**config.mk**
```make
export PLATFORM = sky130hd
export DESIGN_NAME = stepper_turnout_positioner
export DESIGN_NICKNAME = d
export VERILOG_FILES = /design/src/hdl/stp_pkg.sv /design/src/hdl/stp_core.sv /design/src/hdl/stp_rsp_reg.sv /design/src/hdl/stepper_turnout_positioner.sv
export SDC_FILE = /design/constraint.sdc
export NUM_CORES = 1
export LEC_CHECK = 0
export ABC_AREA = 1
export ABC_CLOCK_PERIOD_IN_PS = 5600
export BUFFER_PORTS_ARGS = -buffer_cell sky130_fd_sc_hd__buf_4
export CAP_MARGIN = 20
export CORE_MARGIN = 3
export CORE_UTILIZATION = 60
export DETAILED_ROUTE_END_ITERATION = 16
export PLACE_DENSITY = 0.87
export SKIP_CTS_REPAIR_TIMING = 1
export SLEW_MARGIN = 0
export SYNTH_ARGS = -nofsm -noshare
export SYNTH_HDL_FRONTEND = slang
export SYNTH_SLANG_ARGS = --single-unit
export TNS_END_PERCENT = 100
```
**constraint.sdc**
```tcl
create_clock -name clock -period 5.6 [get_ports clock]
set_input_delay 0.56 -clock clock [delete_from_list [all_inputs] [get_ports clock]]
set_output_delay 0.56 -clock clock [all_outputs]
set_load 0.02 [all_outputs]
```
**src/hdl/stp_pkg.sv**
```systemverilog
// ---------------------------------------------------------------------------
// stp_pkg
// types, constants and coil pattern table of the stepper turnout positioner
// ---------------------------------------------------------------------------
package stp_pkg;

   localparam int POSITION_BITS_DEFAULT = 16;
   localparam int TICK_BITS_DEFAULT     = 20;
   localparam int PATTERN_COUNT         = 4;
   localparam int STEP_PERIOD_RESET     = 1000;
   localparam int CSR_INDEX_BITS        = 2;
   localparam int CMD_BITS              = 2;
   localparam int MODE_BITS             = 3;
   localparam int COIL_BITS             = 4;

   localparam logic [1:0] PATTERN_FIRST = 2'd0;
   localparam logic [1:0] PATTERN_LAST  = 2'(PATTERN_COUNT - 1);

   typedef enum logic [CMD_BITS-1:0] {
      CMD_TICK       = 2'd0,
      CMD_SET_TARGET = 2'd1,
      CMD_ATTACH     = 2'd2
   } cmd_type;

   typedef enum logic [MODE_BITS-1:0] {
      MODE_IDLE      = 3'd0,
      MODE_SEEK_END  = 3'd1,
      MODE_MEASURE   = 3'd2,
      MODE_STORE     = 3'd3,
      MODE_CORR_WAIT = 3'd4,
      MODE_CORR_JOG  = 3'd5
   } mode_type;

   typedef enum logic [CSR_INDEX_BITS-1:0] {
      CSR_STEP_PERIOD   = 2'd0,
      CSR_STORED_TRAVEL = 2'd1,
      CSR_START_SIDE    = 2'd2
   } csr_index_type;

   localparam logic SIDE_RIGHT = 1'b0;
   localparam logic SIDE_LEFT  = 1'b1;

   localparam logic [COIL_BITS-1:0] COILS_OFF = 4'h0;

   // full-step coil pattern: bit3 A+, bit2 A-, bit1 B+, bit0 B-
   function automatic logic [COIL_BITS-1:0] coil_pattern(input logic [1:0] idx);
      logic [COIL_BITS-1:0] pat;
      unique case (idx)
         2'd0: pat = 4'h9;
         2'd1: pat = 4'h5;
         2'd2: pat = 4'h6;
         2'd3: pat = 4'hA;
      endcase
      return pat;
   endfunction

endpackage

```
**src/hdl/stp_core.sv**
```systemverilog
// ---------------------------------------------------------------------------
// stp_core
// control registers, configuration registers and per-item next-state logic
// ---------------------------------------------------------------------------
module stp_core
   import stp_pkg::*;
#(
   parameter int POSITION_BITS = POSITION_BITS_DEFAULT,
   parameter int TICK_BITS     = TICK_BITS_DEFAULT
) (
   input  logic                     clock,
   input  logic                     reset,
   input  logic                     csr_we,
   input  logic [CSR_INDEX_BITS-1:0] csr_index,
   input  logic [(TICK_BITS > POSITION_BITS ? TICK_BITS : POSITION_BITS)-1:0] csr_wdata,
   input  logic                     accept,
   input  logic [CMD_BITS-1:0]      cmd,
   input  logic                     target_side,
   input  logic                     step_button,
   input  logic                     correction_button,
   output logic [COIL_BITS-1:0]     nxt_coils,
   output logic [POSITION_BITS-1:0] nxt_position,
   output logic [MODE_BITS-1:0]     nxt_mode,
   output logic                     nxt_moving,
   output logic                     nxt_calibrated,
   output logic                     nxt_correcting,
   output logic [POSITION_BITS-1:0] nxt_travel,
   output logic                     nxt_side
);

   localparam logic [POSITION_BITS-1:0] POS_ONE  = POSITION_BITS'(1);
   localparam logic [POSITION_BITS-1:0] POS_ZERO = '0;
   localparam logic [TICK_BITS-1:0]     TICK_ONE = TICK_BITS'(1);

   // configuration
   logic [TICK_BITS-1:0]     step_period_ff;
   logic [POSITION_BITS-1:0] stored_travel_ff;
   logic                     start_side_ff;

   // control state
   mode_type                 mode_ff,       mode_in;
   logic [1:0]               pattern_ff,    pattern_in;
   logic                     reverse_ff,    reverse_in;
   logic [TICK_BITS-1:0]     tick_ff,       tick_in;
   logic [POSITION_BITS-1:0] cur_pos_ff,    cur_pos_in;
   logic [POSITION_BITS-1:0] target_ff,     target_in;
   logic [POSITION_BITS-1:0] left_pos_ff,   left_pos_in;
   logic [POSITION_BITS-1:0] measure_ff,    measure_in;
   logic                     move_up_ff,    move_up_in;
   logic                     enable_ff,     enable_in;
   logic                     calib_ff,      calib_in;
   logic                     corr_ff,       corr_in;
   logic [COIL_BITS-1:0]     coil_ff,       coil_in;
   logic                     side_ff,       side_in;

   logic [TICK_BITS-1:0]     tick_inc;
   logic                     due;
   logic                     pending;
   logic [1:0]               step_pattern;
   logic [COIL_BITS-1:0]     step_coil;
   logic [POSITION_BITS-1:0] moved_pos;
   cmd_type                  cmd_op;

   always_ff @(posedge clock) begin
      if (reset) begin
         step_period_ff   <= TICK_BITS'(STEP_PERIOD_RESET);
         stored_travel_ff <= '0;
         start_side_ff    <= SIDE_RIGHT;
      end else if (csr_we) begin
         unique case (csr_index_type'(csr_index))
            CSR_STEP_PERIOD:   step_period_ff   <= csr_wdata[TICK_BITS-1:0];
            CSR_STORED_TRAVEL: stored_travel_ff <= csr_wdata[POSITION_BITS-1:0];
            CSR_START_SIDE:    start_side_ff    <= csr_wdata[0];
            default: ;
         endcase
      end
   end

   always_comb begin
      cmd_op       = cmd_type'(cmd);
      tick_inc     = (&tick_ff) ? tick_ff : tick_ff + TICK_ONE;
      due          = (tick_inc >= step_period_ff);
      pending      = enable_ff && (target_ff != cur_pos_ff);
      step_coil    = coil_pattern(pattern_ff);
      step_pattern = reverse_ff ? pattern_ff - 2'd1 : pattern_ff + 2'd1;
      moved_pos    = move_up_ff ? cur_pos_ff + POS_ONE : cur_pos_ff - POS_ONE;
   end

   always_comb begin
      mode_in     = mode_ff;
      pattern_in  = pattern_ff;
      reverse_in  = reverse_ff;
      tick_in     = tick_ff;
      cur_pos_in  = cur_pos_ff;
      target_in   = target_ff;
      left_pos_in = left_pos_ff;
      measure_in  = measure_ff;
      move_up_in  = move_up_ff;
      enable_in   = enable_ff;
      calib_in    = calib_ff;
      corr_in     = corr_ff;
      coil_in     = coil_ff;
      side_in     = side_ff;

      unique case (cmd_op)
         CMD_TICK: begin
            tick_in = tick_inc;
            if (pending) begin
               if (due) begin
                  tick_in    = '0;
                  coil_in    = step_coil;
                  pattern_in = step_pattern;
                  cur_pos_in = moved_pos;
                  if (moved_pos == target_ff) begin
                     coil_in = COILS_OFF;
                  end
               end
            end else begin
               unique case (mode_ff)
                  MODE_IDLE: begin
                     if (step_button) begin
                        enable_in  = 1'b0;
                        mode_in    = MODE_SEEK_END;
                        reverse_in = 1'b1;
                        pattern_in = PATTERN_LAST;
                     end
                     if (correction_button) begin
                        mode_in = MODE_CORR_WAIT;
                        corr_in = 1'b1;
                     end
                  end
                  MODE_SEEK_END: begin
                     if (due) begin
                        tick_in    = '0;
                        coil_in    = step_coil;
                        pattern_in = step_pattern;
                     end
                     if (step_button) begin
                        mode_in    = MODE_MEASURE;
                        reverse_in = 1'b0;
                        pattern_in = PATTERN_FIRST;
                        measure_in = '0;
                        coil_in    = COILS_OFF;
                     end
                  end
                  MODE_MEASURE: begin
                     if (due) begin
                        tick_in    = '0;
                        coil_in    = step_coil;
                        pattern_in = step_pattern;
                        if (!(&measure_ff)) begin
                           measure_in = measure_ff + POS_ONE;
                        end
                     end
                     if (step_button) begin
                        mode_in = MODE_STORE;
                     end
                  end
                  MODE_STORE: begin
                     coil_in     = COILS_OFF;
                     enable_in   = 1'b1;
                     left_pos_in = measure_ff;
                     mode_in     = MODE_IDLE;
                     side_in     = SIDE_LEFT;
                     target_in   = measure_ff;
                     move_up_in  = 1'b1;
                     pattern_in  = PATTERN_FIRST;
                     reverse_in  = 1'b1;
                     cur_pos_in  = POS_ZERO;
                     calib_in    = 1'b1;
                  end
                  MODE_CORR_WAIT: begin
                     if (step_button) begin
                        mode_in    = MODE_CORR_JOG;
                        reverse_in = 1'b0;
                     end
                     if (correction_button) begin
                        mode_in    = MODE_CORR_JOG;
                        reverse_in = 1'b1;
                     end
                  end
                  MODE_CORR_JOG: begin
                     if (due) begin
                        tick_in    = '0;
                        coil_in    = step_coil;
                        pattern_in = step_pattern;
                     end
                     if (step_button || correction_button) begin
                        mode_in   = MODE_IDLE;
                        coil_in   = COILS_OFF;
                        enable_in = 1'b0;
                        calib_in  = 1'b0;
                        corr_in   = 1'b0;
                     end
                  end
                  default: ;
               endcase
            end
         end
         CMD_SET_TARGET: begin
            side_in = target_side;
            tick_in = '0;
            if (target_side) begin
               target_in  = left_pos_ff;
               move_up_in = 1'b1;
               pattern_in = PATTERN_FIRST;
               reverse_in = 1'b1;
            end else begin
               target_in  = POS_ZERO;
               move_up_in = 1'b0;
               pattern_in = PATTERN_LAST;
               reverse_in = 1'b0;
            end
         end
         CMD_ATTACH: begin
            coil_in     = COILS_OFF;
            tick_in     = '1;
            mode_in     = MODE_IDLE;
            enable_in   = (stored_travel_ff != POS_ZERO);
            calib_in    = 1'b0;
            corr_in     = 1'b0;
            left_pos_in = stored_travel_ff;
            side_in     = start_side_ff;
            cur_pos_in  = start_side_ff ? stored_travel_ff : POS_ZERO;
            target_in   = start_side_ff ? stored_travel_ff : POS_ZERO;
         end
         default: ;
      endcase
   end

   always_ff @(posedge clock) begin
      if (reset) begin
         mode_ff     <= MODE_IDLE;
         pattern_ff  <= '0;
         reverse_ff  <= 1'b0;
         tick_ff     <= '0;
         cur_pos_ff  <= '0;
         target_ff   <= '0;
         left_pos_ff <= '0;
         measure_ff  <= '0;
         move_up_ff  <= 1'b0;
         enable_ff   <= 1'b0;
         calib_ff    <= 1'b0;
         corr_ff     <= 1'b0;
         coil_ff     <= COILS_OFF;
         side_ff     <= SIDE_RIGHT;
      end else if (accept) begin
         mode_ff     <= mode_in;
         pattern_ff  <= pattern_in;
         reverse_ff  <= reverse_in;
         tick_ff     <= tick_in;
         cur_pos_ff  <= cur_pos_in;
         target_ff   <= target_in;
         left_pos_ff <= left_pos_in;
         measure_ff  <= measure_in;
         move_up_ff  <= move_up_in;
         enable_ff   <= enable_in;
         calib_ff    <= calib_in;
         corr_ff     <= corr_in;
         coil_ff     <= coil_in;
         side_ff     <= side_in;
      end
   end

   assign nxt_coils      = coil_in;
   assign nxt_position   = cur_pos_in;
   assign nxt_mode       = mode_in;
   assign nxt_moving     = enable_in && (cur_pos_in != target_in);
   assign nxt_calibrated = calib_in;
   assign nxt_correcting = corr_in;
   assign nxt_travel     = left_pos_in;
   assign nxt_side       = side_in;

endmodule

```
**src/hdl/stp_rsp_reg.sv**
```systemverilog
// ---------------------------------------------------------------------------
// stp_rsp_reg
// result register with valid/ready handshake, refills while being drained
// ---------------------------------------------------------------------------
module stp_rsp_reg
   import stp_pkg::*;
#(
   parameter int WIDTH = 2 * POSITION_BITS_DEFAULT + COIL_BITS + MODE_BITS + 4
) (
   input  logic             clock,
   input  logic             reset,
   input  logic             in_valid,
   output logic             in_ready,
   input  logic [WIDTH-1:0] in_data,
   output logic             out_valid,
   input  logic             out_ready,
   output logic [WIDTH-1:0] out_data
);

   logic             valid_ff;
   logic             valid_in;
   logic [WIDTH-1:0] data_ff;
   logic             load;

   assign in_ready = !valid_ff || out_ready;
   assign load     = in_valid && in_ready;

   always_comb begin
      valid_in = valid_ff;
      if (load) begin
         valid_in = 1'b1;
      end else if (out_ready) begin
         valid_in = 1'b0;
      end
   end

   always_ff @(posedge clock) begin
      if (reset) begin
         valid_ff <= 1'b0;
      end else begin
         valid_ff <= valid_in;
      end
   end

   always_ff @(posedge clock) begin
      if (load) begin
         data_ff <= in_data;
      end
   end

   assign out_valid = valid_ff;
   assign out_data  = data_ff;

endmodule

```
**src/hdl/stepper_turnout_positioner.sv**
```systemverilog
// ---------------------------------------------------------------------------
// stepper_turnout_positioner
// full-step bipolar stepper controller with travel calibration and jogging
// ---------------------------------------------------------------------------
// One request is taken per clock cycle while the result register can take
// it. Each request (tick, set target side or attach) updates the controller
// state in the cycle it is transferred and its response appears in the
// result register on the next cycle; the request side stays ready while that
// register is empty or being drained in the same cycle, so the sustained rate
// is one item per cycle unless results are held. Configuration writes take
// effect on the next edge and must be made while no request is in flight.
module stepper_turnout_positioner
   import stp_pkg::*;
#(
   parameter int POSITION_BITS = POSITION_BITS_DEFAULT,
   parameter int TICK_BITS     = TICK_BITS_DEFAULT
) (
   input  logic                      clock,
   input  logic                      reset,
   input  logic                      csr_we,
   input  logic [CSR_INDEX_BITS-1:0] csr_index,
   input  logic [(TICK_BITS > POSITION_BITS ? TICK_BITS : POSITION_BITS)-1:0] csr_wdata,
   input  logic                      req_valid,
   output logic                      req_ready,
   input  logic [CMD_BITS-1:0]       req_cmd,
   input  logic                      req_target_side,
   input  logic                      req_step_button,
   input  logic                      req_correction_button,
   output logic                      rsp_valid,
   input  logic                      rsp_ready,
   output logic [COIL_BITS-1:0]      rsp_coils,
   output logic [POSITION_BITS-1:0]  rsp_position,
   output logic [MODE_BITS-1:0]      rsp_mode,
   output logic                      rsp_moving,
   output logic                      rsp_calibrated,
   output logic                      rsp_correcting,
   output logic [POSITION_BITS-1:0]  rsp_travel,
   output logic                      rsp_side
);

   localparam int RSP_BITS = 2 * POSITION_BITS + COIL_BITS + MODE_BITS + 4;

   logic                     accept;
   logic [COIL_BITS-1:0]     nxt_coils;
   logic [POSITION_BITS-1:0] nxt_position;
   logic [MODE_BITS-1:0]     nxt_mode;
   logic                     nxt_moving;
   logic                     nxt_calibrated;
   logic                     nxt_correcting;
   logic [POSITION_BITS-1:0] nxt_travel;
   logic                     nxt_side;
   logic [RSP_BITS-1:0]      rsp_in_data;
   logic [RSP_BITS-1:0]      rsp_out_data;

   assign accept = req_valid && req_ready;

   stp_core #(
      .POSITION_BITS (POSITION_BITS),
      .TICK_BITS     (TICK_BITS)
   ) u_core (
      .clock             (clock),
      .reset             (reset),
      .csr_we            (csr_we),
      .csr_index         (csr_index),
      .csr_wdata         (csr_wdata),
      .accept            (accept),
      .cmd               (req_cmd),
      .target_side       (req_target_side),
      .step_button       (req_step_button),
      .correction_button (req_correction_button),
      .nxt_coils         (nxt_coils),
      .nxt_position      (nxt_position),
      .nxt_mode          (nxt_mode),
      .nxt_moving        (nxt_moving),
      .nxt_calibrated    (nxt_calibrated),
      .nxt_correcting    (nxt_correcting),
      .nxt_travel        (nxt_travel),
      .nxt_side          (nxt_side)
   );

   assign rsp_in_data = {nxt_coils, nxt_position, nxt_mode, nxt_moving,
                         nxt_calibrated, nxt_correcting, nxt_travel, nxt_side};

   stp_rsp_reg #(
      .WIDTH (RSP_BITS)
   ) u_rsp_reg (
      .clock     (clock),
      .reset     (reset),
      .in_valid  (req_valid),
      .in_ready  (req_ready),
      .in_data   (rsp_in_data),
      .out_valid (rsp_valid),
      .out_ready (rsp_ready),
      .out_data  (rsp_out_data)
   );

   assign {rsp_coils, rsp_position, rsp_mode, rsp_moving,
           rsp_calibrated, rsp_correcting, rsp_travel, rsp_side} = rsp_out_data;

endmodule

```
==> summary.txt <==
CTS
  • Num CTS Buffers: 17
  • Clk buf depth: 2
  • H-Tree Depth: 4
  • Root buf cell: clkbuf_16
  • CTS Sinks: 180
  • CTS tree: yes
  • Clk Latency, worst-skew pair: 0.43 ns
  • Reg clk slew, reported paths: 0.07 ns

Die
  • Cell Rows: 51
  • Die Width: 147.8 um
  • Area of the core: 0.01959 mm^2
  • Die height: 147.8 um
  • Die ar.: 0.02185 mm^2
  • Ports: 77
  • Initial core utilization: 61.61%

Synthesis
  • FFs w/ async S/R, synth: 0%
  • FF+latch count, synth: 180
  • Synth Area per Inst: 6.520 um^2
  • Syn nets: 1928
  • Netlist Area Pre-Place: 0.01207 mm^2
  • Netlist cell types: 49
  • Sequential area share after synthesis: 33.42%
  • Mapped Cells: 1851
  • Synth Warn #: 0
  • Top_reg_cell synth: dfxtp_1
  • EDFF count, synth: 43

Setup path
  • Largest fanout on the critical path: 13
  • CP max stage delay: 0.37 ns
  • Most frequent CP cell: nand2_1
  • Crit. End Element: flop
  • CP max stage cell: nand2_1
  • Crit path DAT: 4.94 ns
  • CP startpoint kind: flop
  • Worst Path Required: 5.76 ns
  • Crit Path Class: reg2reg
  • WP buf/inv: 2
  • Family with the most delay on the worst path: simple AND/OR/NAND/NOR gates

Route
  • Antenna viol nets, final: 0
  • Initial drt markers: 1674
  • WL/cell: 16.29 um
  • Remaining routing DRC violations: 0
  • WL final: 35.23 mm
  • Number of iterations in the first detailed-routing pass: 13
  • Vias per inst: 5.799
  • Vias: 12540

Global route
  • Grt total ovfl: 0
  • Largest net degree at the start of global routing: 80
  • First-pass GRT wire length: 56.37 mm
  • Initial antenna violation count: 0
  • Overall Global Routing Usage: 31.52%
  • Vias in the first global route: 11240

Run
  • Max-cap viol count: 0

Timing
  • Final Hold Viols: 0
  • Slew margin rel.: 36.34%
  • Worst setup margin: 0.8163 ns
  • Period utilisation layout: 85.42%
  • Min Tclk post-route: 4.784 ns
  • Fmax: 209.0 MHz
  • Setup violations, final: 0
  • TNS Setup: 0 ns
  • RSZ-0062 raised after global routing: false
  • Worst Tran Pin Value: 0.9522 ns
  • Clk_skew: 0.01054 ns
  • Final count of pins violating max slew: 0

Placement
  • Place WS: 1.098 ns
  • Port Buf Inserts: 76
  • Hpwl dp: 24.76 mm
  • GPL Wtd Cong: 0.9780

Finish
  • Commonest cells after routing, fill and taps aside: 492 x nand2_1, 303 x inv_1, 162 x o21ai_0
  • Layout cell share with drive strength beyond 1: 7.640%
  • Commonest non-fill, non-tap cell in the layout: nand2_1
  • N_diodes: 0
  • Synth-to-Final Area Change: 10.40%
  • NumNets Final: 1962
  • Filler Cell Count: 1680

Worst hold path
  • Type of the most critical hold path: in2reg

Power and ir drop
  • Pwr dens: 281.8 mW/mm^2
  • Leakage: 6.455 nW
  • VDD IR max: 0.0002514 V

Outcome
  • Outcome: finished, final reports clean
[tightest hold or removal path, delay by kind of cell]
kind / cells / cell delay, ns
AO/OA/AOI/OAI: 1 / 0.06
AND/OR/NAND/NOR: 1 / 0.05
buffers and inverters: 1 / 0.09
[power breakdown]
part	internal [mW]	switching (mW)	leakage [nW]
Combinational	0.339	0.695	4.61
Clock	0.662	0.553	0.289
Sequential	1.43	0.0771	1.56
Total	2.43	1.32	6.46
[cell usage after synthesis (all sizes together) (3+ instances only)]
library cell | n | area [um^2]
a211oi | 3 | 22.52
a21oi | 115 | 575.6
a221oi | 18 | 157.7
a22oi | 14 | 105.1
buf | 18 | 120.1
clkbuf | 55 | 206.5
clkinv | 3 | 11.26
dfxtp | 137 | 2743
edfxtp | 43 | 1291
ha | 44 | 550.5
inv | 312 | 1171
nand2 | 499 | 1917
nand3 | 105 | 538.0
nand3b | 12 | 90.09
nand4 | 19 | 118.9
nor2 | 149 | 569.3
nor3 | 27 | 135.1
nor4 | 9 | 56.30
o211ai | 9 | 67.56
o21a | 3 | 22.52
o21ai | 175 | 879.6
o21bai | 4 | 30.03
o221ai | 6 | 52.55
o22ai | 3 | 18.77
o31ai | 5 | 37.54
or2 | 3 | 18.77
xnor2 | 18 | 157.7
xor2 | 32 | 280.3
[flip-flops by register name, summed over array words and instances (netlist names)]
signal	flops
u_core.reverse_ff	1
u_core.tick_ff	20
u_core.step_period_ff	20
u_core.stored_travel_ff	16
u_core.start_side_ff	1
u_core.mode_ff	3
u_core.corr_ff	1
u_core.measure_ff	16
u_core.left_pos_ff	16
u_core.enable_ff	1
u_core.calib_ff	1
u_core.move_up_ff	1
u_core.coil_ff	4
u_rsp_reg.out_data	43
u_core.cur_pos_ff	16
u_core.side_ff	1
u_core.pattern_ff	2
u_core.target_ff	16
u_rsp_reg.out_valid	1
[final cells by class]
cell class              count  area, um^2  area share, %
clock inverters            11       110.1         0.8264
flip-flops and latches    180        4034          30.28
multi-input cells        1283        6534          49.04
inverters                 315        1182          8.874
well taps                 265       331.6          2.489
clock buffers              21       471.7          3.540
repair buffers             88       660.6          4.958
[worst paths after layout]
| kind | cells after the start | endpoint | slack (ns) | start |
|---|---|---|---|---|
| worst max register to register | 32 | u_rsp_reg.out_data[19] | 0.82 | u_core.tick_ff[0] |
| worst max-delay path | 32 | u_rsp_reg.out_data[19] | 0.82 | u_core.tick_ff[0] |
| worst min register to register | 2 | u_core.step_period_ff[19] | 0.46 | u_core.step_period_ff[19] |
| worst min-delay path | 3 | u_core.step_period_ff[5] | 0.37 | csr_wdata[5] |
[metrics by stage]
step	hold slack [ns]	instances	total power [mW]	utilization (%)	area [um^2]
floorplan	0.4239	1851	2.247	-	12070
global placement	0.4450	2131	2.502	65.04	12740
detailed placement	0.4571	2131	2.526	65.04	12740
CTS	0.3634	2163	3.726	68.01	13320
global route	0.3756	2163	3.928	68.01	13320
finish	0.3698	2163	3.754	68.01	13320
[routing by layer]
metal,track usage [%],share of wire (%),vias up
li1,-,-,6041
met1,43.88,42,5647
met2,48.66,44,737
met3,5.671,10,118
met4,12.93,4.1,0
met5,0,0,-
[cell families after synthesis]
logic type	count (synthesis)	synth area share (%)
flops	180	33.42
mux	1	0.09330
xor+xnor	50	3.628
simple gates	824	28.59
compound gates	363	17.03
fa+ha+maj	45	4.727
buf+inv	388	12.50
No activity file was read; power rests on OpenSTA's default activity.
